## config.mk

```make
export PLATFORM = sky130hd
export DESIGN_NAME = im2col_scatter_index_generator
export DESIGN_NICKNAME = d
export VERILOG_FILES = /design/src/hdl/isig_pkg.sv /design/src/hdl/isig_div.sv /design/src/hdl/isig_ctrl.sv /design/src/hdl/isig_dp.sv /design/src/hdl/im2col_scatter_index_generator.sv
export SDC_FILE = /design/constraint.sdc
export NUM_CORES = 1
export LEC_CHECK = 0
export ABC_AREA = 1
export BUFFER_PORTS_ARGS = -buffer_cell sky130_fd_sc_hd__buf_2
export CAP_MARGIN = 20
export CORE_MARGIN = 3
export CORE_UTILIZATION = 55
export CTS_CLUSTER_SIZE = 8
export DETAILED_ROUTE_END_ITERATION = 16
export PLACE_DENSITY = 0.75
export REMOVE_ABC_BUFFERS = 1
export SYNTH_ARGS = -nofsm -noshare
export SYNTH_HDL_FRONTEND = slang
export SYNTH_SLANG_ARGS = --single-unit
export TNS_END_PERCENT = 1
```

## constraint.sdc

```tcl
create_clock -name i_clk -period 27.3 [get_ports i_clk]
set_input_delay 4.095 -clock i_clk [delete_from_list [all_inputs] [get_ports i_clk]]
set_output_delay 4.095 -clock i_clk [all_outputs]
set_load 0.02 [all_outputs]
```

## src/hdl/isig_pkg.sv

```systemverilog
package isig_pkg;

    // field and register widths
    localparam int DIM_W      = 13;
    localparam int QS_W       = DIM_W + 1;
    localparam int KER_W      = 4;
    localparam int KC_W       = 3;
    localparam int BATCH_W    = 8;
    localparam int CHAN_W     = 10;
    localparam int PIX_W      = 32;
    localparam int KOFF_W     = 6;
    localparam int WPOS_W     = 24;
    localparam int ADDR_W     = 5;
    localparam int DATA_W     = 32;
    localparam int DIV_CNT_W  = 4;

    // saturation limits
    localparam int MAX_DIM    = 4096;
    localparam int MAX_KERNEL = 8;

    // register map index
    typedef enum logic [2:0] {
        REG_IMAGE_HEIGHT = 3'd0,
        REG_IMAGE_WIDTH  = 3'd1,
        REG_PAD_ROWS     = 3'd2,
        REG_PAD_COLS     = 3'd3,
        REG_KERNEL_ROWS  = 3'd4,
        REG_KERNEL_COLS  = 3'd5,
        REG_STRIDE_ROWS  = 3'd6,
        REG_STRIDE_COLS  = 3'd7
    } t_reg_idx;

    // configuration register set
    typedef struct packed {
        logic [DIM_W-1:0] image_height;
        logic [DIM_W-1:0] image_width;
        logic [KER_W-1:0] pad_rows;
        logic [KER_W-1:0] pad_cols;
        logic [KER_W-1:0] kernel_rows;
        logic [KER_W-1:0] kernel_cols;
        logic [KER_W-1:0] stride_rows;
        logic [KER_W-1:0] stride_cols;
    } t_cfg;

    // controller to datapath
    typedef struct packed {
        logic            capture;
        logic            load;
        logic            step;
        logic            flush;
        logic [KC_W-1:0] kc;
        logic [KC_W-1:0] kr;
    } t_cmd;

    // datapath to controller
    typedef struct packed {
        logic div_done;
        logic kzero;
        logic stall;
        logic col_hit;
        logic row_end;
        logic col_end;
        logic pend_valid;
        logic out_free;
    } t_sts;

endpackage

```

## src/hdl/isig_div.sv

```systemverilog
module isig_div import isig_pkg::*; (
    input  logic             i_clk,
    input  logic             i_rst_n,
    input  logic             i_start,
    input  logic [DIM_W-1:0] i_dividend,
    input  logic [KER_W-1:0] i_divisor,
    output logic             o_done,
    output logic [DIM_W-1:0] o_quot,
    output logic [KER_W-1:0] o_rem
);

    logic                 r_busy;
    logic                 r_done;
    logic [DIV_CNT_W-1:0] r_cnt;
    logic [DIM_W-1:0]     r_num;
    logic [KER_W-1:0]     r_den;
    logic [KER_W-1:0]     r_rem;
    logic [KER_W:0]       n_trial;
    logic                 n_ge;
    logic [KER_W-1:0]     n_rem;

    // one restoring step: shift in the next dividend bit, subtract if it fits
    always_comb begin
        n_trial = {r_rem, r_num[DIM_W-1]};
        n_ge    = n_trial >= {1'b0, r_den};
        n_rem   = n_ge ? KER_W'(n_trial - {1'b0, r_den}) : KER_W'(n_trial);
    end

    // step control
    always_ff @(posedge i_clk) begin
        if (!i_rst_n) begin
            r_busy <= 1'b0;
            r_done <= 1'b0;
            r_cnt  <= '0;
        end else begin
            r_done <= 1'b0;
            if (i_start) begin
                r_busy <= 1'b1;
                r_cnt  <= DIV_CNT_W'(DIM_W - 1);
            end else if (r_busy) begin
                r_cnt <= r_cnt - 1'b1;
                if (r_cnt == '0) begin
                    r_busy <= 1'b0;
                    r_done <= 1'b1;
                end
            end
        end
    end

    // quotient shifts into the dividend register
    always_ff @(posedge i_clk) begin
        if (i_start) begin
            r_num <= i_dividend;
            r_den <= i_divisor;
            r_rem <= '0;
        end else if (r_busy) begin
            r_num <= {r_num[DIM_W-2:0], n_ge};
            r_rem <= n_rem;
        end
    end

    assign o_done = r_done;
    assign o_quot = r_num;
    assign o_rem  = r_rem;

endmodule

```

## src/hdl/isig_ctrl.sv

```systemverilog
module isig_ctrl import isig_pkg::*; (
    input  logic i_clk,
    input  logic i_rst_n,
    input  logic i_valid,
    output logic o_ready,
    input  t_sts i_sts,
    output t_cmd o_cmd
);

    typedef enum logic [1:0] {
        S_IDLE,
        S_DIV,
        S_SCAN,
        S_FLUSH
    } t_state;

    t_state          r_state;
    logic            r_in_ready;
    logic [KC_W-1:0] r_kc;
    logic [KC_W-1:0] r_kr;

    // commands to the datapath
    always_comb begin
        o_cmd         = '0;
        o_cmd.kc      = r_kc;
        o_cmd.kr      = r_kr;
        o_cmd.capture = (r_state == S_IDLE) && i_valid && r_in_ready;
        o_cmd.load    = (r_state == S_DIV) && i_sts.div_done;
        o_cmd.step    = (r_state == S_SCAN) && !i_sts.stall;
        o_cmd.flush   = (r_state == S_FLUSH) && i_sts.out_free;
    end

    // state, kernel counters and input ready
    always_ff @(posedge i_clk) begin
        if (!i_rst_n) begin
            r_state    <= S_IDLE;
            r_in_ready <= 1'b1;
            r_kc       <= '0;
            r_kr       <= '0;
        end else begin
            unique case (r_state)
                S_IDLE: begin
                    if (i_valid && r_in_ready) begin
                        r_state    <= S_DIV;
                        r_in_ready <= 1'b0;
                    end
                end
                S_DIV: begin
                    if (i_sts.div_done) begin
                        r_kc    <= '0;
                        r_kr    <= '0;
                        r_state <= i_sts.kzero ? S_FLUSH : S_SCAN;
                    end
                end
                S_SCAN: begin
                    if (!i_sts.stall) begin
                        if (i_sts.col_hit && !i_sts.row_end) begin
                            r_kr <= r_kr + 1'b1;
                        end else begin
                            r_kr <= '0;
                            r_kc <= r_kc + 1'b1;
                            if (i_sts.col_end) begin
                                r_state <= S_FLUSH;
                            end
                        end
                    end
                end
                S_FLUSH: begin
                    if (!i_sts.pend_valid || i_sts.out_free) begin
                        r_state    <= S_IDLE;
                        r_in_ready <= 1'b1;
                    end
                end
                default: begin
                    r_state <= S_IDLE;
                end
            endcase
        end
    end

    assign o_ready = r_in_ready;

endmodule

```

## src/hdl/isig_dp.sv

```systemverilog
module isig_dp import isig_pkg::*; (
    input  logic               i_clk,
    input  logic               i_rst_n,
    input  t_cfg               i_cfg,
    input  t_cmd               i_cmd,
    output t_sts               o_sts,
    input  logic [BATCH_W-1:0] i_batch_index,
    input  logic [CHAN_W-1:0]  i_channel_index,
    input  logic [DIM_W-1:0]   i_padded_row,
    input  logic [DIM_W-1:0]   i_padded_col,
    input  logic [PIX_W-1:0]   i_pixel_bits,
    input  logic               i_out_ready,
    output logic               o_out_valid,
    output logic [BATCH_W-1:0] o_out_batch,
    output logic [CHAN_W-1:0]  o_out_channel,
    output logic [KOFF_W-1:0]  o_kernel_offset,
    output logic [WPOS_W-1:0]  o_window_position,
    output logic [PIX_W-1:0]   o_element_bits,
    output logic               o_last
);

    localparam int NUM_LANES = 4;
    localparam int LANE_ROW  = 0;
    localparam int LANE_COL  = 1;
    localparam int LANE_OH   = 2;
    localparam int LANE_OW   = 3;

    // window index tracker: floor quotient and remainder of (pos - k) / stride
    typedef struct packed {
        logic [QS_W-1:0]  q;
        logic [KER_W-1:0] rem;
    } t_trk;

    function automatic t_trk trk_dec(t_trk t, logic [KER_W-1:0] s);
        t_trk n;
        n = t;
        if (t.rem == '0) begin
            n.rem = s - 1'b1;
            n.q   = t.q - 1'b1;
        end else begin
            n.rem = t.rem - 1'b1;
        end
        return n;
    endfunction

    logic [DIM_W-1:0]     h, w, oh, ow;
    logic [KER_W-1:0]     kh, kw, sh, sw;
    logic [QS_W-1:0]      ph, pw, row_hi, col_hi;
    logic                 ok_h, ok_w, in_pad;
    logic [DIM_W-1:0]     div_num [NUM_LANES];
    logic [KER_W-1:0]     div_den [NUM_LANES];
    logic [DIM_W-1:0]     div_q   [NUM_LANES];
    logic [KER_W-1:0]     div_r   [NUM_LANES];
    logic [NUM_LANES-1:0] div_done;

    logic [BATCH_W-1:0] r_batch;
    logic [CHAN_W-1:0]  r_chan;
    logic [PIX_W-1:0]   r_ebits;
    t_trk               r_col, r_row, row_init;
    logic               col_hit, row_hit, hit, row_end, col_end, out_free, stall;
    logic [6:0]         koff_full;
    logic [2*DIM_W-1:0] wpos_full;

    logic               r_pend_valid;
    logic [KOFF_W-1:0]  r_pend_koff;
    logic [WPOS_W-1:0]  r_pend_wpos;
    logic               r_out_valid;
    logic               load_mid, load_fin;

    // effective geometry after saturation
    always_comb begin
        h  = (i_cfg.image_height > DIM_W'(MAX_DIM)) ? DIM_W'(MAX_DIM) : i_cfg.image_height;
        w  = (i_cfg.image_width > DIM_W'(MAX_DIM)) ? DIM_W'(MAX_DIM) : i_cfg.image_width;
        kh = (i_cfg.kernel_rows > KER_W'(MAX_KERNEL)) ? KER_W'(MAX_KERNEL)
                                                      : i_cfg.kernel_rows;
        kw = (i_cfg.kernel_cols > KER_W'(MAX_KERNEL)) ? KER_W'(MAX_KERNEL)
                                                      : i_cfg.kernel_cols;
        sh = (i_cfg.stride_rows == '0) ? KER_W'(1) : i_cfg.stride_rows;
        sw = (i_cfg.stride_cols == '0) ? KER_W'(1) : i_cfg.stride_cols;
        ph = {1'b0, h} + QS_W'({i_cfg.pad_rows, 1'b0});
        pw = {1'b0, w} + QS_W'({i_cfg.pad_cols, 1'b0});
        ok_h = (kh != '0) && (ph >= QS_W'(kh));
        ok_w = (kw != '0) && (pw >= QS_W'(kw));
        oh = ok_h ? div_q[LANE_OH] + 1'b1 : '0;
        ow = ok_w ? div_q[LANE_OW] + 1'b1 : '0;
    end

    // pad border test on the incoming element
    always_comb begin
        row_hi = QS_W'(i_cfg.pad_rows) + QS_W'(h);
        col_hi = QS_W'(i_cfg.pad_cols) + QS_W'(w);
        in_pad = (i_padded_row < DIM_W'(i_cfg.pad_rows)) || ({1'b0, i_padded_row} >= row_hi)
              || (i_padded_col < DIM_W'(i_cfg.pad_cols)) || ({1'b0, i_padded_col} >= col_hi);
    end

    // divider lanes: element row, element column, output height and width
    always_comb begin
        div_num[LANE_ROW] = i_padded_row;
        div_den[LANE_ROW] = sh;
        div_num[LANE_COL] = i_padded_col;
        div_den[LANE_COL] = sw;
        div_num[LANE_OH]  = DIM_W'(ph - QS_W'(kh));
        div_den[LANE_OH]  = sh;
        div_num[LANE_OW]  = DIM_W'(pw - QS_W'(kw));
        div_den[LANE_OW]  = sw;
    end

    for (genvar g = 0; g < NUM_LANES; g++) begin : g_div
        isig_div u_div (
            .i_clk      (i_clk),
            .i_rst_n    (i_rst_n),
            .i_start    (i_cmd.capture),
            .i_dividend (div_num[g]),
            .i_divisor  (div_den[g]),
            .o_done     (div_done[g]),
            .o_quot     (div_q[g]),
            .o_rem      (div_r[g])
        );
    end

    // held item
    always_ff @(posedge i_clk) begin
        if (i_cmd.capture) begin
            r_batch <= i_batch_index;
            r_chan  <= i_channel_index;
            r_ebits <= in_pad ? '0 : i_pixel_bits;
        end
    end

    // coverage tests for the current kernel column and row
    always_comb begin
        row_init.q   = {1'b0, div_q[LANE_ROW]};
        row_init.rem = div_r[LANE_ROW];
        col_hit  = (r_col.rem == '0) && !r_col.q[QS_W-1] && (r_col.q[DIM_W-1:0] < ow);
        row_hit  = (r_row.rem == '0) && !r_row.q[QS_W-1] && (r_row.q[DIM_W-1:0] < oh);
        hit      = col_hit && row_hit;
        col_end  = {1'b0, i_cmd.kc} == (kw - 1'b1);
        row_end  = {1'b0, i_cmd.kr} == (kh - 1'b1);
        out_free = !r_out_valid || i_out_ready;
        stall    = hit && r_pend_valid && !out_free;
    end

    // step the trackers along the scan
    always_ff @(posedge i_clk) begin
        if (i_cmd.load) begin
            r_col.q   <= {1'b0, div_q[LANE_COL]};
            r_col.rem <= div_r[LANE_COL];
            r_row     <= row_init;
        end else if (i_cmd.step) begin
            if (col_hit && !row_end) begin
                r_row <= trk_dec(r_row, sh);
            end else begin
                r_col <= trk_dec(r_col, sw);
                r_row <= row_init;
            end
        end
    end

    // result coordinates
    always_comb begin
        koff_full = 7'(i_cmd.kr) * 7'(kw) + 7'(i_cmd.kc);
        wpos_full = (2*DIM_W)'(r_row.q[DIM_W-1:0]) * (2*DIM_W)'(ow)
                  + (2*DIM_W)'(r_col.q[DIM_W-1:0]);
    end

    // one-deep pending stage so the final result can be flagged
    assign load_mid = i_cmd.step && hit && r_pend_valid;
    assign load_fin = i_cmd.flush && r_pend_valid;

    always_ff @(posedge i_clk) begin
        if (!i_rst_n) begin
            r_pend_valid <= 1'b0;
        end else if (i_cmd.step && hit) begin
            r_pend_valid <= 1'b1;
        end else if (i_cmd.flush) begin
            r_pend_valid <= 1'b0;
        end
    end

    always_ff @(posedge i_clk) begin
        if (i_cmd.step && hit) begin
            r_pend_koff <= koff_full[KOFF_W-1:0];
            r_pend_wpos <= wpos_full[WPOS_W-1:0];
        end
    end

    // output register
    always_ff @(posedge i_clk) begin
        if (!i_rst_n) begin
            r_out_valid <= 1'b0;
        end else if (load_mid || load_fin) begin
            r_out_valid <= 1'b1;
        end else if (i_out_ready) begin
            r_out_valid <= 1'b0;
        end
    end

    always_ff @(posedge i_clk) begin
        if (load_mid || load_fin) begin
            o_out_batch       <= r_batch;
            o_out_channel     <= r_chan;
            o_kernel_offset   <= r_pend_koff;
            o_window_position <= r_pend_wpos;
            o_element_bits    <= r_ebits;
            o_last            <= load_fin;
        end
    end

    assign o_out_valid = r_out_valid;

    // status to the controller
    always_comb begin
        o_sts            = '0;
        o_sts.div_done   = &div_done;
        o_sts.kzero      = (kw == '0) || (kh == '0);
        o_sts.stall      = stall;
        o_sts.col_hit    = col_hit;
        o_sts.row_end    = row_end;
        o_sts.col_end    = col_end;
        o_sts.pend_valid = r_pend_valid;
        o_sts.out_free   = out_free;
    end

endmodule

```

## src/hdl/im2col_scatter_index_generator.sv

```systemverilog
// from acceptance of one input element until the next can be taken, the block runs the capture,
// the 13-step serial divide of row, column and extents, the scan and the flush; the scan steps
// through every kernel column, and through the kernel rows only where that column covers the
// element; the scan and the final flush also wait while a full output register is held off
// by the receiver; the first result leaves the pending stage on a second covering step or flush
// reset (synchronous, active low) empties the block and loads the default geometry
module im2col_scatter_index_generator import isig_pkg::*; (
    input  logic               i_clk,
    input  logic               i_rst_n,
    input  logic               i_valid,
    output logic               o_ready,
    input  logic [BATCH_W-1:0] i_batch_index,
    input  logic [CHAN_W-1:0]  i_channel_index,
    input  logic [DIM_W-1:0]   i_padded_row,
    input  logic [DIM_W-1:0]   i_padded_col,
    input  logic [PIX_W-1:0]   i_pixel_bits,
    output logic               o_valid,
    input  logic               i_ready,
    output logic [BATCH_W-1:0] o_out_batch,
    output logic [CHAN_W-1:0]  o_out_channel,
    output logic [KOFF_W-1:0]  o_kernel_offset,
    output logic [WPOS_W-1:0]  o_window_position,
    output logic [PIX_W-1:0]   o_element_bits,
    output logic               o_last,
    input  logic               psel,
    input  logic               penable,
    input  logic               pwrite,
    input  logic [ADDR_W-1:0]  paddr,
    input  logic [DATA_W-1:0]  pwdata,
    output logic [DATA_W-1:0]  prdata,
    output logic               pready
);

    t_cfg     r_cfg;
    t_cmd     cmd;
    t_sts     sts;
    t_reg_idx reg_idx;
    logic     cfg_wr;

    assign reg_idx = t_reg_idx'(paddr[4:2]);
    assign cfg_wr  = psel && penable && pwrite;
    assign pready  = 1'b1;

    // configuration registers
    always_ff @(posedge i_clk) begin
        if (!i_rst_n) begin
            r_cfg.image_height <= DIM_W'(1);
            r_cfg.image_width  <= DIM_W'(1);
            r_cfg.pad_rows     <= '0;
            r_cfg.pad_cols     <= '0;
            r_cfg.kernel_rows  <= KER_W'(1);
            r_cfg.kernel_cols  <= KER_W'(1);
            r_cfg.stride_rows  <= KER_W'(1);
            r_cfg.stride_cols  <= KER_W'(1);
        end else if (cfg_wr) begin
            unique case (reg_idx)
                REG_IMAGE_HEIGHT: r_cfg.image_height <= pwdata[DIM_W-1:0];
                REG_IMAGE_WIDTH:  r_cfg.image_width  <= pwdata[DIM_W-1:0];
                REG_PAD_ROWS:     r_cfg.pad_rows     <= pwdata[KER_W-1:0];
                REG_PAD_COLS:     r_cfg.pad_cols     <= pwdata[KER_W-1:0];
                REG_KERNEL_ROWS:  r_cfg.kernel_rows  <= pwdata[KER_W-1:0];
                REG_KERNEL_COLS:  r_cfg.kernel_cols  <= pwdata[KER_W-1:0];
                REG_STRIDE_ROWS:  r_cfg.stride_rows  <= pwdata[KER_W-1:0];
                REG_STRIDE_COLS:  r_cfg.stride_cols  <= pwdata[KER_W-1:0];
                default: ;
            endcase
        end
    end

    // register read-back
    always_comb begin
        unique case (reg_idx)
            REG_IMAGE_HEIGHT: prdata = DATA_W'(r_cfg.image_height);
            REG_IMAGE_WIDTH:  prdata = DATA_W'(r_cfg.image_width);
            REG_PAD_ROWS:     prdata = DATA_W'(r_cfg.pad_rows);
            REG_PAD_COLS:     prdata = DATA_W'(r_cfg.pad_cols);
            REG_KERNEL_ROWS:  prdata = DATA_W'(r_cfg.kernel_rows);
            REG_KERNEL_COLS:  prdata = DATA_W'(r_cfg.kernel_cols);
            REG_STRIDE_ROWS:  prdata = DATA_W'(r_cfg.stride_rows);
            REG_STRIDE_COLS:  prdata = DATA_W'(r_cfg.stride_cols);
            default:          prdata = '0;
        endcase
    end

    // sequencer
    isig_ctrl u_ctrl (
        .i_clk   (i_clk),
        .i_rst_n (i_rst_n),
        .i_valid (i_valid),
        .o_ready (o_ready),
        .i_sts   (sts),
        .o_cmd   (cmd)
    );

    // dividers, window trackers and result registers
    isig_dp u_dp (
        .i_clk             (i_clk),
        .i_rst_n           (i_rst_n),
        .i_cfg             (r_cfg),
        .i_cmd             (cmd),
        .o_sts             (sts),
        .i_batch_index     (i_batch_index),
        .i_channel_index   (i_channel_index),
        .i_padded_row      (i_padded_row),
        .i_padded_col      (i_padded_col),
        .i_pixel_bits      (i_pixel_bits),
        .i_out_ready       (i_ready),
        .o_out_valid       (o_valid),
        .o_out_batch       (o_out_batch),
        .o_out_channel     (o_out_channel),
        .o_kernel_offset   (o_kernel_offset),
        .o_window_position (o_window_position),
        .o_element_bits    (o_element_bits),
        .o_last            (o_last)
    );

endmodule

```

==> results of run 1 <==
-- placed cells by master (no fill, tap or decap), types with 6 or more instances in the layout --
master,count
inv_1,463
nand2_1,458
nor2_1,316
edfxtp_1,255
ha_1,206
buf_2,194
a21oi_1,160
fa_1,142
o21ai_0,128
nand3_1,109
dfxtp_1,103
xor2_1,74
clkbuf_16,51
nor3_1,38
clkbuf_1,34
xnor2_1,29
o22ai_1,29
nand4_1,25
conb_1,20
clkinv_1,15
o211ai_1,14
nand2_2,13
nor4_1,11
a211oi_1,10
or2_2,10
a31oi_1,8
nand2_4,7
o21ai_1,7
buf_4,7
inv_2,6
-- metrics by stage --
stage                     worst slack, ns   util
final                               17.21  0.626
after CTS                           17.32  0.625
after detailed placement            17.36  0.592
after global placement              17.51  0.592
after global routing                16.57  0.626
after floorplan                     18.23      -
-- kinds of logic after synthesis --
group,count (synthesis),share of synthesized area
flops,358,0.392
fa+ha+maj,348,0.219
xor+xnor,104,0.0371
compound gates,389,0.0868
other cells,2,0.000303
simple gates,1016,0.175
buf+inv,567,0.0898
-- cell type report --
type | instances | area, um^2
inverter | 485 | 1830
multi-input combinational | 1877 | 12900
clock inverter | 4 | 83.8
tap | 592 | 741
sequential | 358 | 9720
fill | 3678 | 16600
antenna | 1 | 2.50
timing repair buffer | 202 | 1050
clock buffer | 85 | 1400
-- metal layers --
layer	GRT usage	vias to the layer above	part of all wire
met4	0.105	0	0.037
met1	0.346	9162	0.42
li1	-	9409	-
met3	0.0457	150	0.073
met2	0.447	811	0.47
met5	0	-	0
-- how the worst max path moves through the flow --
stage	from	to	slack [ns]	depth (start not counted)
5_1_grt	r_cfg[32]	u_dp.r_pend_wpos[22]	16.57	51
2_1_floorplan	paddr[2]	prdata[1]	18.23	6
6_report	r_cfg[27]	u_dp.r_pend_wpos[22]	17.21	51
3_5_place_dp	r_cfg[27]	u_dp.r_pend_wpos[22]	17.36	51
3_3_place_gp	r_cfg[27]	u_dp.r_pend_wpos[22]	17.51	51
4_1_cts	r_cfg[27]	u_dp.r_pend_wpos[22]	17.32	51
-- sequential cells by signal, summed over array words and instances (netlist names), 6 cells and up --
signal	count
u_dp.g_div.u_div.o_rem	16
u_dp.r_col	18
u_dp.g_div.u_div.r_cnt	16
u_dp.o_out_batch	8
u_dp.r_ebits	32
u_dp.r_batch	8
u_dp.o_element_bits	32
r_cfg	50
u_dp.r_pend_koff	6
u_dp.o_kernel_offset	6
u_dp.g_div.u_div.o_quot	52
u_dp.o_out_channel	10
u_dp.r_pend_wpos	24
u_dp.r_row	18
u_dp.g_div.u_div.r_den	8
u_dp.r_chan	10
u_dp.o_window_position	24
-- worst max-delay path: cells and delay by family, from the launching register on --
family | cells | cell delay (ns)
AOI/OAI and AO/OA | 10 | 1.87
xor gates and xnor gates | 2 | 0.37
adders and majority gates | 10 | 3.75
buffers and inverters | 10 | 0.78
DFF | 1 | 0.47
and+or+nand+nor | 19 | 2.58
==> impl_metrics.yaml, run 1 <==
floorplanning:
  die_h_um: 218
  row_count: 77
  coreArea_um2: 44300
  ios: 236
  start_util: 0.559
  die_w_um: 218
  design.die.area_um2: 47600
synth:
  ys.flop_type: "edfxtp_1"
  synth-seq-cells: 358
  synth_edf_count: 255
  ys_seq_area_frac: 0.392
  synth_area_um2: 24800
  synth_top_cell_area_share: 0.309
  syn_inst: 2784
  yosys_warnings: 0
  ys_types: 57
  yosys.area.top_type: "edfxtp_1"
  avgSynthCellArea_um2: 8.90
  ys_top_cells_by_area: "edfxtp_1 31%, fa_1 11%, ha_1 10%"
  async_reset_ff_frac: 0
  yosys.cell_count.top_type: "inv_1"
  ys_top_cells_by_count: "463 x inv_1, 459 x nand2_1, 316 x nor2_1, 255 x edfxtp_1, 206 x ha_1"
critical_path:
  slowest_delay_ns: 0.56
  crit_top_cell: "inv_1"
  worst_ep_required_time_ns: 27.64
  r2r_setup_slack_ns: 17.21
  crit_fanout: 13
  reg2reg_from: "r_cfg[27]"
  r2r_end: "u_dp.r_pend_wpos[22]"
  rr_worst_depth: 51
  cp-start-kind: "flop"
  cp-end-kind: "flop"
  worstPathArrival_ns: 10.43
  worstSetupPathType: "reg -> reg"
  crit_slowest_cell: "fa_1"
final_layout:
  nets: 3443
  fin_area_um2: 27700
  area_growth_pct: 12.0
  drive_gt1_frac: 0.105
  layout.cells.non_filler: 3604
run_status:
  status: "complete, no violations"
timing:
  skew_ns: 0.0305
  fmax_mhz: 99.1
  drv_slew: 0
  worstMarginPinSlew_ns: 0.998
  setup_tns_ns: 0
  finalSetupViolCount: 0
  post-route-period-util: 0.370
  grt_setup_unrepaired: "no"
  fin_crit_ns: 10.09
  slew_headroom: 0.334
  hold_viol: 0
  fin_hold_ws_ns: 0.411
placement:
  io_buffer_count: 194
  gp_congestion: 0.987
  place_area_um2: 26200
  place.detailed.hpwl_mm: 48.1
  placed_cells: 3513
worst_hold_path:
  hp-class: "reg -> reg"
  min_to: "u_dp.o_kernel_offset[1]"
  min-delay-start: "u_dp.r_pend_koff[1]"
  hold_path_depth: 0
job:
  drv_cap: 0
drt:
  drt_iter0_markers: 1648
  postRouteWirelength_mm: 62.9
  routed_via_density: 5.42
  dr.pass1.iters: 5
  postRouteAntennaNets: 0
  drc: 0
  wire_per_inst_um: 17.5
  vias: 19500
grt:
  antenna_found_initial: 1
  grt.overflow.total: 0
  grt_usage: 0.266
  grt_start_max_net_pins: 82
  grt_pass1_vias: 19600
  grt_pass1_wl_mm: 100
clock_network:
  cts_sinks: 358
  postCtsSetupBuffers: 0
  cts_htree_levels: 2
  ctsResizeCount: 0
  clk_latency_ns: 0.61
  cts_tree: "done"
  clk_pin_slew_worst_paths_ns: 0.05
  clockBufferDepth: 3
  ctsRootBufferMaster: "clkbuf_16"
  hold_buffers: 0
  cts_buffers: 51
Power of run 1 is left out: the tool's default activity adds up to more than one toggle a clock period on the data nets, which glitch-free logic cannot reach.
==> inputs of run 2 (changes only) <==
- ABC_AREA: 1 -> 0
- clock period: 27.3 -> 10.3 ns (I/O delays scaled with it)
==> run 2 against run 1 <==
  * Flip-flop and latch count stayed put
  * Die area is 3.4% higher
  * First-iteration DRC count decreased by 7.0%
  * Routed wire length up 0.96%
  * Register-to-register slack got worse by 17 ns
  * Critical path type unchanged
==> impl_metrics.yaml, run 2 <==
run_status:
  status: "complete, no violations"
floorplanning:
  ios: 236
  row_count: 78
  die_w_um: 222
  design.die.area_um2: 49200
  die_h_um: 222
  coreArea_um2: 45700
  start_util: 0.561
drt:
  dr.pass1.iters: 5
  vias: 19400
  wire_per_inst_um: 18.6
  postRouteAntennaNets: 0
  postRouteWirelength_mm: 63.5
  routed_via_density: 5.70
  drc: 0
  drt_iter0_markers: 1533
grt:
  grt_start_max_net_pins: 84
  antenna_found_initial: 1
  grt_pass1_vias: 19600
  grt_pass1_wl_mm: 103
  grt.overflow.total: 0
  grt_usage: 0.256
timing:
  drv_slew: 0
  grt_setup_unrepaired: "no"
  setup_tns_ns: 0
  fmax_mhz: 104
  hold_viol: 0
  slew_headroom: 0.276
  worstMarginPinSlew_ns: 1.08
  post-route-period-util: 0.932
  fin_crit_ns: 9.60
  finalSetupViolCount: 0
  skew_ns: 0.0463
synth:
  ys_types: 95
  yosys_warnings: 0
  syn_inst: 2617
  ys_top_cells_by_area: "edfxtp_1 30%, fa_1 11%, ha_1 10%"
  async_reset_ff_frac: 0
  synth-seq-cells: 358
  synth_area_um2: 25600
  ys.flop_type: "edfxtp_1"
  ys_seq_area_frac: 0.379
  ys_top_cells_by_count: "374 x nand2_1, 255 x edfxtp_1, 250 x inv_1, 206 x ha_1, 180 x nor2_1"
  yosys.cell_count.top_type: "nand2_1"
  synth_edf_count: 255
  avgSynthCellArea_um2: 9.80
  yosys.area.top_type: "edfxtp_1"
  synth_top_cell_area_share: 0.299
final_layout:
  final_common_cell: "nand2_1"
  final_cell_mix: "374 x nand2_1, 255 x edfxtp_1, 250 x inv_1, 206 x ha_1, 194 x buf_2"
  area_growth_pct: 11.5
  nets: 3240
  largest_reg_flops: 52
  drive_gt1_frac: 0.120
critical_path:
  rr_worst_depth: 37
  reg2reg_from: "r_cfg[36]"
  worst_ep_required_time_ns: 10.67
  crit_fanout: 13
  crit_slowest_cell: "fa_1"
  worstPathArrival_ns: 9.98
  slowest_delay_ns: 0.55
  r2r_setup_slack_ns: 0.70
  r2r_end: "u_dp.r_pend_wpos[22]"
  worstSetupPathType: "reg -> reg"
  cp-end-kind: "flop"
  crit_top_cell: "inv_1"
  cp-start-kind: "flop"
clock_network:
  cts_buffers: 51
  ctsRootBufferMaster: "clkbuf_16"
  cts_sinks: 358
  cts_htree_levels: 2
  cts_tree: "done"
  clk_pin_slew_worst_paths_ns: 0.05
  clk_latency_ns: 0.61
  clockBufferDepth: 3
  hold_buffers: 0
worst_hold_path:
  min_to: "u_dp.o_element_bits[2]"
  hold_path_depth: 0
  min-delay-start: "u_dp.r_ebits[2]"
  hp-class: "reg -> reg"
job:
  drv_cap: 0
placement:
  place.detailed.hpwl_mm: 47.8
  gp_congestion: 0.922
  io_buffer_count: 194
-- run 2: changes by cell type after synthesis, sizes merged, moves of 37 or more --
cell	delta
a21oi	-40
and2	+114
clkbuf	+39
inv	-218
mux2i	+43
nand2	-103
nand2b	+38
nand3	-66
nor2	-145
nor2b	+37
xnor2	+75
-- run 2: worst max path at each step --
stage,start,end,slack (ns),depth (start not counted)
floorplan,r_cfg[36],u_dp.o_element_bits[0],0.60,26
global placement,r_cfg[26],u_dp.r_pend_wpos[22],0.84,36
CTS,r_cfg[26],u_dp.r_pend_wpos[22],0.44,36
global route,r_cfg[36],u_dp.r_pend_wpos[22],0.07,37
detailed placement,r_cfg[26],u_dp.r_pend_wpos[22],0.64,36
finish,r_cfg[36],u_dp.r_pend_wpos[22],0.70,37
-- run 2: metal layers --
metal  track usage  vias up  wire, um
li1              -     9123         -
met1         0.346     9445     27300
met2         0.429      745     30100
met3        0.0369      120      4370
met4        0.0819        0      1770
met5             0        -         0
-- run 2: timing repair --
item,CTS,global route
gates resized for setup,0,2
setup endpoints to repair,0,5
buffers inserted,0,0
-- run 2: worst max-delay path, delay by kind of cell (launching register included) --
family / cells / cell delay, ns
adder cells (fa/ha/maj): 9 / 4.07
AO/OA/AOI/OAI: 10 / 2.58
AND/OR/NAND/NOR: 9 / 1.54
buffers and inverters: 7 / 0.54
flip-flops: 1 / 0.32
XOR/XNOR: 2 / 0.32
-- run 2: area by class of cell --
cell class | instances | area, um^2
multi-input combinational | 1892 | 14500
clock inverter | 6 | 129
clock buffer | 80 | 1390
fill | 3660 | 17100
tap | 600 | 751
antenna | 2 | 5.00
inverter | 254 | 956
timing repair buffer | 215 | 1190
sequential | 358 | 9720
-- run 2: kinds of logic (layout without fill, tap and decap cells) --
| family | Yosys count | in the layout | synth area share |
|---|---|---|---|
| compound gates | 370 | 370 | 0.0944 |
| xor+xnor | 150 | 150 | 0.0512 |
| fa+ha+maj | 350 | 350 | 0.212 |
| buf+inv | 385 | 555 | 0.0606 |
| flops | 358 | 358 | 0.379 |
| mux | 63 | 63 | 0.0284 |
| other cells | 2 | 22 | 0.000293 |
| simple gates | 939 | 939 | 0.174 |
-- run 2: through the flow --
| stage | hold slack [ns] | setup WS, ns | utilization | cells | area (um^2) |
|---|---|---|---|---|---|
| 6_report | 0.384 | 0.699 | 0.626 | 3407 | 28600 |
| 5_1_grt | 0.403 | 0.0705 | 0.626 | 3406 | 28600 |
| 4_1_cts | 0.375 | 0.440 | 0.624 | 3400 | 28500 |
| 3_5_place_dp | 0.405 | 0.642 | 0.591 | 3314 | 27000 |
| 3_3_place_gp | 0.400 | 0.835 | 0.591 | 3313 | 27000 |
| 2_1_floorplan | 0.400 | 0.596 | - | 2504 | 25100 |
Power of run 2 is left out for the same reason.
